[src/hw/rtl/iofg_pkg.sv]
// ---------------------------------------------------------------------------
// iofg_pkg
// Shared types and constants of the IP option field generator.
// ---------------------------------------------------------------------------
package iofg_pkg;

    localparam logic [6:0] TYPE_MASK    = 7'h7f;
    localparam logic [6:0] T_EOOL       = 7'h00;
    localparam logic [6:0] T_NOP        = 7'h01;
    localparam logic [6:0] T_TS         = 7'h44;
    localparam logic [6:0] T_UNASSIGNED = 7'h5d;
    localparam logic [6:0] T_EXPERIM    = 7'h5e;

    localparam logic [5:0] TS_LEN     = 6'd36;
    localparam logic [7:0] TS_POINTER = 8'd5;
    localparam logic [7:0] TS_FLAGS   = 8'h03;
    localparam logic [5:0] PAD_STEP   = 6'd4;
    localparam logic [5:0] PAD_ROOM   = 6'd6;

    localparam logic [1:0] ST_OK       = 2'd0;
    localparam logic [1:0] ST_NO_SPACE = 2'd1;
    localparam logic [1:0] ST_BAD_TYPE = 2'd2;

    localparam logic [1:0] KIND_SINGLE = 2'd0;
    localparam logic [1:0] KIND_TS     = 2'd1;
    localparam logic [1:0] KIND_PAD    = 2'd2;

    localparam int Q_DEPTH = 2;

    // one classified request, as queued between front and back
    typedef struct packed {
        logic [7:0] tbyte;
        logic [5:0] len;
        logic [1:0] status;
        logic [1:0] kind;
        logic       one_shot;   // single result: error or size-only
    } desc_t;

endpackage

[src/hw/rtl/iofg_front.sv]
// ---------------------------------------------------------------------------
// iofg_front
// Classifies an option request into a descriptor for the emit sequencer.
// ---------------------------------------------------------------------------
module iofg_front (
    input  logic               s_valid,
    output logic               s_ready,
    input  logic [7:0]         s_option_byte,
    input  logic [5:0]         s_section_offset,
    input  logic [5:0]         s_space_left,
    input  logic               s_size_only,
    output logic               push,
    output iofg_pkg::desc_t    push_desc,
    input  logic               q_ready
);
    import iofg_pkg::*;

    logic [6:0] key;
    logic [5:0] pad_base;
    logic [5:0] pad_len;
    logic [5:0] len;
    logic [1:0] status;
    logic [1:0] kind;

    assign key      = s_option_byte[6:0] & TYPE_MASK;
    assign pad_base = PAD_STEP - {4'd0, s_section_offset[1:0]};
    assign pad_len  = (pad_base <= 6'd2 && s_space_left >= PAD_ROOM)
                    ? pad_base + PAD_STEP : pad_base;

    always_comb begin
        len    = 6'd0;
        status = ST_OK;
        kind   = KIND_SINGLE;
        priority if (key == T_EOOL || key == T_NOP) begin
            len = 6'd1;
            if (s_space_left < 6'd1) status = ST_NO_SPACE;
        end else if (key == T_TS) begin
            kind = KIND_TS;
            len  = TS_LEN;
            if (s_space_left < TS_LEN) status = ST_NO_SPACE;
        end else if (key == T_UNASSIGNED || key == T_EXPERIM) begin
            kind = KIND_PAD;
            len  = pad_len;
            if (s_space_left < 6'd2 || pad_len < 6'd2 || pad_len > s_space_left)
                status = ST_NO_SPACE;
        end else begin
            status = ST_BAD_TYPE;
        end
    end

    assign s_ready = q_ready;
    assign push    = s_valid && q_ready;

    always_comb begin
        push_desc.tbyte    = s_option_byte;
        push_desc.len      = (status == ST_OK) ? len : 6'd0;
        push_desc.status   = status;
        push_desc.kind     = kind;
        push_desc.one_shot = (status != ST_OK) || s_size_only;
    end

endmodule

[src/hw/rtl/iofg_queue.sv]
// ---------------------------------------------------------------------------
// iofg_queue
// Short descriptor queue between classifier and emit sequencer.
// ---------------------------------------------------------------------------
module iofg_queue (
    input  logic               aclk,
    input  logic               aresetn,
    input  logic               push,
    input  iofg_pkg::desc_t    push_desc,
    output logic               q_ready,
    input  logic               pop,
    output logic               q_valid,
    output iofg_pkg::desc_t    q_desc
);
    import iofg_pkg::*;

    localparam int PW = $clog2(Q_DEPTH);
    localparam logic [PW:0] FULL = (PW + 1)'(Q_DEPTH);

    desc_t       mem_reg [Q_DEPTH];
    logic [PW-1:0] wr_ptr_reg, rd_ptr_reg;
    logic [PW:0]   count_reg, count_next;

    assign q_ready = (count_reg != FULL);
    assign q_valid = (count_reg != '0);
    assign q_desc  = mem_reg[rd_ptr_reg];

    always_comb begin
        count_next = count_reg;
        if (push && !pop) count_next = count_reg + 1'b1;
        else if (!push && pop) count_next = count_reg - 1'b1;
    end

    always_ff @(posedge aclk) begin
        if (!aresetn) begin
            wr_ptr_reg <= '0;
            rd_ptr_reg <= '0;
            count_reg  <= '0;
        end else begin
            count_reg <= count_next;
            if (push) wr_ptr_reg <= wr_ptr_reg + 1'b1;
            if (pop)  rd_ptr_reg <= rd_ptr_reg + 1'b1;
        end
    end

    always_ff @(posedge aclk) begin
        if (push) mem_reg[wr_ptr_reg] <= push_desc;
    end

    assert property (@(posedge aclk) disable iff (!aresetn) count_reg <= FULL)
        else $error("queue count over depth");
    assert property (@(posedge aclk) disable iff (!aresetn) pop |-> q_valid)
        else $error("pop from empty queue");

endmodule

[src/hw/rtl/iofg_back.sv]
// ---------------------------------------------------------------------------
// iofg_back
// Emit sequencer: walks a descriptor one option byte per word.
// ---------------------------------------------------------------------------
module iofg_back (
    input  logic               aclk,
    input  logic               aresetn,
    input  logic               q_valid,
    input  iofg_pkg::desc_t    q_desc,
    output logic               pop,
    output logic               m_valid,
    input  logic               m_ready,
    output logic [7:0]         m_out_byte,
    output logic               m_last_byte,
    output logic [1:0]         m_status,
    output logic [5:0]         m_option_length
);
    import iofg_pkg::*;

    logic [5:0] idx_reg;
    logic       m_valid_reg;
    logic [7:0] byte_reg;
    logic       last_reg;
    logic [1:0] status_reg;
    logic [5:0] len_reg;

    logic       load;
    logic       last_next;
    logic [7:0] byte_next;

    assign load      = q_valid && (!m_valid_reg || m_ready);
    assign last_next = q_desc.one_shot || (idx_reg + 6'd1 == q_desc.len);
    assign pop       = load && last_next;

    always_comb begin
        byte_next = 8'd0;
        if (q_desc.one_shot) begin
            byte_next = 8'd0;
        end else if (idx_reg == 6'd0) begin
            byte_next = q_desc.tbyte;
        end else begin
            unique case (q_desc.kind)
                KIND_TS: begin
                    priority if (idx_reg == 6'd1) byte_next = {2'b00, TS_LEN};
                    else if (idx_reg == 6'd2)     byte_next = TS_POINTER;
                    else if (idx_reg == 6'd3)     byte_next = TS_FLAGS;
                    else                          byte_next = 8'd0;
                end
                KIND_PAD: begin
                    // counting bytes start at zero after type and length
                    if (idx_reg == 6'd1) byte_next = {2'b00, q_desc.len};
                    else                 byte_next = {2'b00, idx_reg - 6'd2};
                end
                default: byte_next = 8'd0;
            endcase
        end
    end

    always_ff @(posedge aclk) begin
        if (!aresetn) begin
            m_valid_reg <= 1'b0;
            idx_reg     <= 6'd0;
        end else if (load) begin
            m_valid_reg <= 1'b1;
            idx_reg     <= last_next ? 6'd0 : idx_reg + 6'd1;
        end else if (m_ready) begin
            m_valid_reg <= 1'b0;
        end
    end

    always_ff @(posedge aclk) begin
        if (load) begin
            byte_reg   <= byte_next;
            last_reg   <= last_next;
            status_reg <= q_desc.status;
            len_reg    <= q_desc.len;
        end
    end

    assign m_valid         = m_valid_reg;
    assign m_out_byte      = byte_reg;
    assign m_last_byte     = last_reg;
    assign m_status        = status_reg;
    assign m_option_length = len_reg;

    assert property (@(posedge aclk) disable iff (!aresetn)
        m_valid && m_status != ST_OK |-> m_last_byte && m_option_length == 6'd0)
        else $error("error word must be last with zero length");
    assert property (@(posedge aclk) disable iff (!aresetn)
        q_valid && !q_desc.one_shot |-> idx_reg < q_desc.len)
        else $error("byte index past option length");
    assert property (@(posedge aclk) disable iff (!aresetn)
        pop |=> idx_reg == 6'd0)
        else $error("index not cleared after last word");

endmodule

[src/hw/rtl/ip_option_field_generator.sv]
// ---------------------------------------------------------------------------
// ip_option_field_generator
// Builds IPv4 option bytes (end-of-list, no-op, timestamp, padding) from a
// type request, one option byte per output word.
// ---------------------------------------------------------------------------
// channel   dir  handshake         payload
// s_*       in   s_valid/s_ready   option_byte, section_offset, space_left,
//                                  size_only
// m_*       out  m_valid/m_ready   out_byte, last_byte, status, option_length
//
// A request yields one word per cycle unless stalled: 36 words for timestamp,
// 2..6 for padding, 1 for single-byte options, errors and size-only requests.
// The emit sequencer's byte counter sets the rate; the two-entry queue lets
// requests be taken while the back end is busy. Synchronous active-low reset
// empties the queue and the output register. Stalls on m_ready hold the word.
module ip_option_field_generator (
    input  logic       aclk,
    input  logic       aresetn,
    input  logic       s_valid,
    output logic       s_ready,
    input  logic [7:0] s_option_byte,
    input  logic [5:0] s_section_offset,
    input  logic [5:0] s_space_left,
    input  logic       s_size_only,
    output logic       m_valid,
    input  logic       m_ready,
    output logic [7:0] m_out_byte,
    output logic       m_last_byte,
    output logic [1:0] m_status,
    output logic [5:0] m_option_length
);
    import iofg_pkg::*;

    logic  push, pop, q_ready, q_valid;
    desc_t push_desc, q_desc;

    iofg_front u_front (
        .s_valid          (s_valid),
        .s_ready          (s_ready),
        .s_option_byte    (s_option_byte),
        .s_section_offset (s_section_offset),
        .s_space_left     (s_space_left),
        .s_size_only      (s_size_only),
        .push             (push),
        .push_desc        (push_desc),
        .q_ready          (q_ready)
    );

    iofg_queue u_queue (
        .aclk      (aclk),
        .aresetn   (aresetn),
        .push      (push),
        .push_desc (push_desc),
        .q_ready   (q_ready),
        .pop       (pop),
        .q_valid   (q_valid),
        .q_desc    (q_desc)
    );

    iofg_back u_back (
        .aclk            (aclk),
        .aresetn         (aresetn),
        .q_valid         (q_valid),
        .q_desc          (q_desc),
        .pop             (pop),
        .m_valid         (m_valid),
        .m_ready         (m_ready),
        .m_out_byte      (m_out_byte),
        .m_last_byte     (m_last_byte),
        .m_status        (m_status),
        .m_option_length (m_option_length)
    );

endmodule
[config.mk]
export PLATFORM = sky130hd
export DESIGN_NAME = ip_option_field_generator
export DESIGN_NICKNAME = d
export VERILOG_FILES = /design/src/hw/rtl/iofg_pkg.sv /design/src/hw/rtl/iofg_front.sv /design/src/hw/rtl/iofg_queue.sv /design/src/hw/rtl/iofg_back.sv /design/src/hw/rtl/ip_option_field_generator.sv
export SDC_FILE = /design/constraint.sdc
export NUM_CORES = 1
export LEC_CHECK = 0
export BUFFER_PORTS_ARGS = -buffer_cell sky130_fd_sc_hd__buf_2
export CAP_MARGIN = 20
export CORE_ASPECT_RATIO = 2
export CORE_UTILIZATION = 40
export CTS_CLUSTER_SIZE = 12
export DETAILED_ROUTE_END_ITERATION = 12
export GPL_ROUTABILITY_DRIVEN = 0
export PLACE_DENSITY = 0.6
export SYNTH_ARGS = -nofsm -noshare
export SYNTH_HDL_FRONTEND = slang
export SYNTH_SLANG_ARGS = --single-unit
[constraint.sdc]
create_clock -name aclk -period 3.6 [get_ports aclk]
set_clock_uncertainty 0.15 [all_clocks]
set_input_delay 0.54 -clock aclk [delete_from_list [all_inputs] [get_ports aclk]]
set_output_delay 0.54 -clock aclk [all_outputs]
set_load 0.01 [all_outputs]
==> metrics, run 1 <==
CTS root buffer clkbuf_16; outcome complete, no violations; Post-Synthesis Cells 262; Compound-Gate Fraction of Synth Area 0.103; critical path arrival 2.80 ns; total clock buffers created by CTS 9; synthesized cell area 3180 um^2; Placed Instances 396; Hold-fix buffers, CTS 0; PD cells 657 nW/um^2; Die Y 128 um; area of the multi-input gates 1270 um^2; synthesized-area fraction occupied by adder cells 0.0629; CP Class in -> reg; core area 7660 um^2; Max Cap Violations 0; CP delay by family, top compound AO/OA/AOI/OAI gates; leak pwr 0.00153 uW; Ant. Diodes 0; DRT Pass-1 Iters 4; Rel. slew slack 0.433; CP max stage delay 0.39 ns; min Tclk post-route 2.88 ns; Reg clk slew, reported paths 0.05 ns; Final Hold Viols 0; final wirelength 5.93 mm; peak supply drop 0.283 mV; Syn-to-layout area delta 20.2%; full die area 8340 um^2; Routed Antenna Nets 0; worst-case clock buffer depth 2; sw frac 0.272; Cell Rows 45; Synthesized Nets 303; non-filler cells, final 412; Clock Sinks 64; overall power 2510 uW; RSZ-0062 raised after global routing false; CTS tree done; Hold Crit Class in -> reg; Worst setup EP type register; share of post-route cells with drive strength above 1 0.230; Crit Path Max Fanout 4; initial DRC count 88; ys async rst share 0; Die W 65.1 um; ys flop type edfxtp_1; WL per Instance 14.4 um; clock share of power 0.352; filler instances 723; remaining global-route overflow 0; Worst EP required 3.52 ns; setup TNS 0 ns; largest net degree at the start of global routing 24; Worst-Skew Late Latency 0.33 ns; commonest cells after routing, fill and taps aside edfxtp_1 (52), buf_2 (38), nand2_1 (20), mux2i_1 (20), inv_1 (19); worst-path cell chain buf_2 -> a2111oi_0 -> buf_4 -> mux2i_1 -> ha_1 -> a41o_1 -> a21oi_1 -> or3_1 -> a21o_1 -> a211o_1; antenna violations before repair 0; P_int 1830 uW; post_cts resized 0; fraction of synthesized cell area in xor and xnor cells 0.0424; Global Route Usage Sum 0.162; crit start category input port; max FFs per register 36; Synth Warn # 0; Crit-path slowest cell a2111oi_0; Sequential Power Share 0.414; Unique masters post-synth 52; Post-CTS Setup Inserts 0; max-slew violations 0; first-pass GRT wire length 9.71 mm; Least-Margin Pin Slew 0.850 ns; leading cell type in the layout, fill and taps excluded edfxtp_1; switching pwr 685 uW; post-synthesis mux area share 0.0699; largest family of logic cells by synthesized area simple AND/OR/NAND/NOR gates; sequential-to-total area share from yosys stat 0.566; Seq. cell area 1800 um^2; DRC viols 0; I/O Buffers 38; Mapped Avg Cell Area 12.2 um^2; final period utilization 0.801; vias in the first global route 2,097; io pins 44; Fmax 347 MHz; Setup Viol. Count Final 0; number of synthesized flops with an enable pin 52; via count 2,111; Gate power share 0.234; post-synthesis simple-gate area fraction 0.120; Initial Util 0.416; Post-DP HPWL 4.54 mm; H-tree depth 3; NumNets Final 354; Via density 5.12; Buf/Inv on CP 2; Seq cells post-synth 64
==> cell usage after synthesis (3+ instances only) <==
cell type | n | area share
a21o_1 | 3 | 0.0071
a21oi_1 | 9 | 0.014
and2_1 | 3 | 0.0059
and3_1 | 3 | 0.0059
clkbuf_1 | 3 | 0.0035
dfxtp_1 | 12 | 0.075
edfxtp_1 | 52 | 0.49
ha_1 | 16 | 0.063
inv_1 | 19 | 0.022
mux2i_1 | 20 | 0.063
nand2_1 | 20 | 0.024
nand2b_1 | 3 | 0.0059
nand3_1 | 4 | 0.0063
nor2_1 | 17 | 0.020
nor2b_1 | 3 | 0.0059
nor3_1 | 4 | 0.0063
o211ai_1 | 3 | 0.0071
o21ai_0 | 9 | 0.014
o22ai_1 | 6 | 0.012
or2_2 | 4 | 0.0079
xnor2_1 | 7 | 0.019
xor2_1 | 3 | 0.0083
==> path summary, 6_finish.rpt <==
kind | from | endpoint | slack, ns | cells after the start
max | s_space_left[1] | u_queue.mem_reg[1][0] | 0.72 | 10
min | s_option_byte[7] | u_queue.mem_reg[1][18] | 0.26 | 1
max reg2reg | u_back.idx_reg[0] | u_queue.count_reg[1] | 0.72 | 9
min reg2reg | u_queue.count_reg[1] | u_queue.count_reg[1] | 0.39 | 2
==> worst reg2reg max path, delay by kind of cell (launching register included) <==
family / cells / cell delay [ns]
flip-flops: 1 / 0.53
AND/OR/NAND/NOR: 4 / 0.80
XOR/XNOR: 1 / 0.20
AO/OA/AOI/OAI: 2 / 0.42
adder cells (fa/ha/maj): 2 / 0.71
==> routing by layer <==
| layer | wire, um | part of all wire | track usage | vias up |
|---|---|---|---|---|
| met1 | 2100 | 0.35 | 0.147 | 1001 |
| met2 | 3420 | 0.58 | 0.305 | 38 |
| met3 | 123 | 0.021 | 0.0294 | 17 |
| li1 | - | - | - | 1055 |
| met4 | 282 | 0.048 | 0.118 | 0 |
| met5 | 0 | 0 | 0 | - |
==> power groups by stage <==
stage               clock network (uW)  registers, uW  logic [uW]
floorplan                            0           1080         364
global placement                     0           1050         589
detailed placement                   0           1060         598
CTS                                897           1040         600
global route                       926           1060         656
finish                             885           1040         589
==> logic make-up (layout without fill, tap and decap cells) <==
group	count (synthesis)	after routing
xor+xnor	12	12
flops	64	64
simple gates	74	74
buf+inv	26	82
other cells	1	1
compound gates	47	47
fa+ha+maj	16	16
mux	22	22
==> per-stage QoR <==
| stage | hold slack [ns] | utilization | area (um^2) | setup WS [ns] |
|---|---|---|---|---|
| after floorplan | 0.341 | - | 3180 | 0.620 |
| after global placement | 0.363 | 0.460 | 3520 | 0.395 |
| after detailed placement | 0.383 | 0.460 | 3520 | 0.374 |
| after CTS | 0.253 | 0.500 | 3830 | 0.660 |
| after global routing | 0.258 | 0.500 | 3830 | 0.498 |
| final | 0.260 | 0.500 | 3830 | 0.715 |
==> cell type report <==
class | count | area share
multi-input cells | 172 | 0.333
flip-flops and latches | 64 | 0.471
repair buffers | 47 | 0.0673
inverters | 19 | 0.0186
well taps | 94 | 0.0307
clock buffers | 12 | 0.0618
clock inverters | 4 | 0.0180
No activity file was read; power rests on OpenSTA's default activity.
==> run 2, diff against run 1 <==
--- a/config.mk
+++ b/config.mk
@@ -12,7 +12,7 @@
 export CTS_CLUSTER_SIZE = 12
 export DETAILED_ROUTE_END_ITERATION = 12
 export GPL_ROUTABILITY_DRIVEN = 0
-export PLACE_DENSITY = 0.6
+export PLACE_DENSITY = 0.62
 export SYNTH_ARGS = -nofsm -noshare
 export SYNTH_HDL_FRONTEND = slang
 export SYNTH_SLANG_ARGS = --single-unit
==> constraint.sdc (replaced) <==
create_clock -name aclk -period 2.6 [get_ports aclk]
set_clock_uncertainty 0.15 [all_clocks]
set_input_delay 0.39 -clock aclk [delete_from_list [all_inputs] [get_ports aclk]]
set_output_delay 0.39 -clock aclk [all_outputs]
set_load 0.01 [all_outputs]
==> run 2 against run 1 <==
  * Clock-buffer cell count decreased by 3
  * Register-to-register slack worse by 0.62 ns
  * Via count increased by 5.4%
  * Setup slack worse by 0.62 ns
  * First-iteration DRC count is 17% lower
  * Clock power increased by 18%
  * Die area is the same
==> metrics, run 2 (same netlist as run 1, synthesis figures left out) <==
outcome complete, no violations (unchanged); Worst Reg-to-Reg Cells 9 (unchanged); Placed Area 3760 um^2 (was 3520 um^2); Cell Rows 45 (unchanged); Worst setup EP type register (unchanged); DRT Pass-1 Iters 4 (unchanged); min Tclk post-route 2.50 ns; I/O Buffers 38 (unchanged); Reg clk slew, reported paths 0.05 ns (about the same); worst-case clock buffer depth 2 (unchanged); leading cell type in the layout, fill and taps excluded edfxtp_1 (unchanged); peak supply drop 0.436 mV (was 0.283 mV); WL per Instance 14.3 um (was 14.4 um); antenna violations before repair 0 (unchanged); Least-Margin Pin Slew 0.563 ns (was 0.850 ns); crit start category register (was input port); core area 7660 um^2 (unchanged); Max Cap Violations 0 (unchanged); Syn-to-layout area delta 29.9% (was 20.2%); CTS root buffer clkbuf_16 (unchanged); Worst-Skew Late Latency 0.33 ns (about the same); Clock Sinks 64 (unchanged); final wirelength 6.35 mm (was 5.93 mm); Die Y 128 um (unchanged); Hold Slack 0.0915 ns (was 0.260 ns); DRC viols 0 (unchanged); CTS tree done (unchanged); Hold-fix buffers, CTS 0 (unchanged); via count 2,225 (was 2,111); Rel. slew slack 0.622 (was 0.433); Seq. cell area 1810 um^2 (was 1800 um^2); Via density 5.01 (was 5.12); largest net degree at the start of global routing 23 (was 24); reg2reg setup slack 0.1 ns (was 0.72 ns); io pins 44 (unchanged); Die W 65.1 um (unchanged); critical path arrival 2.61 ns (was 2.80 ns); Routed Antenna Nets 0 (unchanged); Hold Crit Class in -> reg (unchanged); area of the multi-input gates 1360 um^2 (was 1270 um^2); remaining global-route overflow 0 (unchanged); Global Route Usage Sum 0.168 (was 0.162); final period utilization 0.963; max FFs per register 36 (unchanged); initial DRC count 73 (was 88); Initial Util 0.416 (unchanged); setup TNS 0 ns (unchanged); commonest cells after routing, fill and taps aside edfxtp_1 (52), buf_4 (39), buf_2 (38), nand2_1 (19), inv_1 (18) (was edfxtp_1 (52), buf_2 (38), nand2_1 (20), mux2i_1 (20), inv_1 (19)); Crit Path Max Fanout 3 (was 4); Setup Viol. Count Final 0 (unchanged); Fmax 400 MHz; Worst EP required 2.71 ns (was 3.52 ns); filler instances 706 (was 723); leak pwr 0.00167 uW (was 0.00153 uW); full die area 8340 um^2 (unchanged); fin area 4140 um^2 (was 3830 um^2); CP Class reg -> reg (was in -> reg); Ant. Diodes 0 (unchanged); first-pass GRT wire length 10.1 mm (was 9.71 mm); H-tree depth 3 (unchanged); max-slew violations 0 (unchanged); Final Hold Viols 0 (unchanged); total clock buffers created by CTS 9 (unchanged); NumNets Final 386 (was 354); hold path depth 1 (unchanged); PD cells 830 nW/um^2 (was 657 nW/um^2); vias in the first global route 2,226 (was 2,097); share of post-route cells with drive strength above 1 0.346 (was 0.230); Post-DP HPWL 4.88 mm (was 4.54 mm)
## run 2: cell count changes in the layout (fill, tap and decap cells not counted), moves of 3 or more
| cell | change |
|---|---|
| dfxtp_1 | -3 |
| buf_4 | +30 |
| mux2i_1 | -4 |
| clkbuf_1 | -3 |
| clkinv_2 | +3 |
## run 2: area by class of cell
| type | count | share of cell area |
|---|---|---|
| flip-flops and latches | 64 | 0.438 |
| multi-input cells | 172 | 0.328 |
| repair buffers | 79 | 0.124 |
| clock buffers | 9 | 0.0544 |
| well taps | 94 | 0.0284 |
| inverters | 19 | 0.0172 |
| clock inverters | 7 | 0.00938 |
## run 2: final timing paths
kind | end | start
worst max-delay path | u_queue.count_reg[1] | register
worst min-delay path | u_queue.mem_reg[1][18] | s_option_byte[7]
worst max register to register | u_queue.count_reg[1] | register
worst min register to register | u_queue.count_reg[1] | u_queue.count_reg[1]
## run 2: power breakdown
group	total [uW]	switching, uW	internal, uW
Sequential	1440	77.9	1360
Combinational	949	520	428
Clock	1040	410	632
Total	3430	1010	2420
## run 2: per-stage QoR
| stage | worst slack [ns] | power (uW) | utilization | cells |
|---|---|---|---|---|
| after floorplan | 0.0184 | 2000 | - | 262 |
| after global placement | -0.190 | 2340 | 0.491 | 423 |
| after detailed placement | -0.211 | 2360 | 0.491 | 423 |
| after CTS | 0.00923 | 3430 | 0.530 | 441 |
| after global routing | -0.00129 | 3610 | 0.540 | 444 |
| final | 0.0969 | 3430 | 0.540 | 444 |
## run 2: repair_timing
action,CTS,global route
pin swaps,1,6
endpoints found under the setup margin,2,4
gates resized for setup,6,15
setup buffers,2,3
## run 2: worst max-delay path, cell delays in order, from the launching register on
cell and delay [ns]:
dfxtp_4 0.39, mux2i_2 0.26, xor3_1 0.35, or2_4 0.26
o21ai_4 0.16, nand2_1 0.08, ha_1 0.19, xor2_1 0.15
or3_1 0.31, a21boi_1 0.14
## run 2: layer usage
metal,wire (um),track usage
met1,2240,0.151
met2,3720,0.316
met3,190,0.0480
met4,196,0.105
met5,0,0
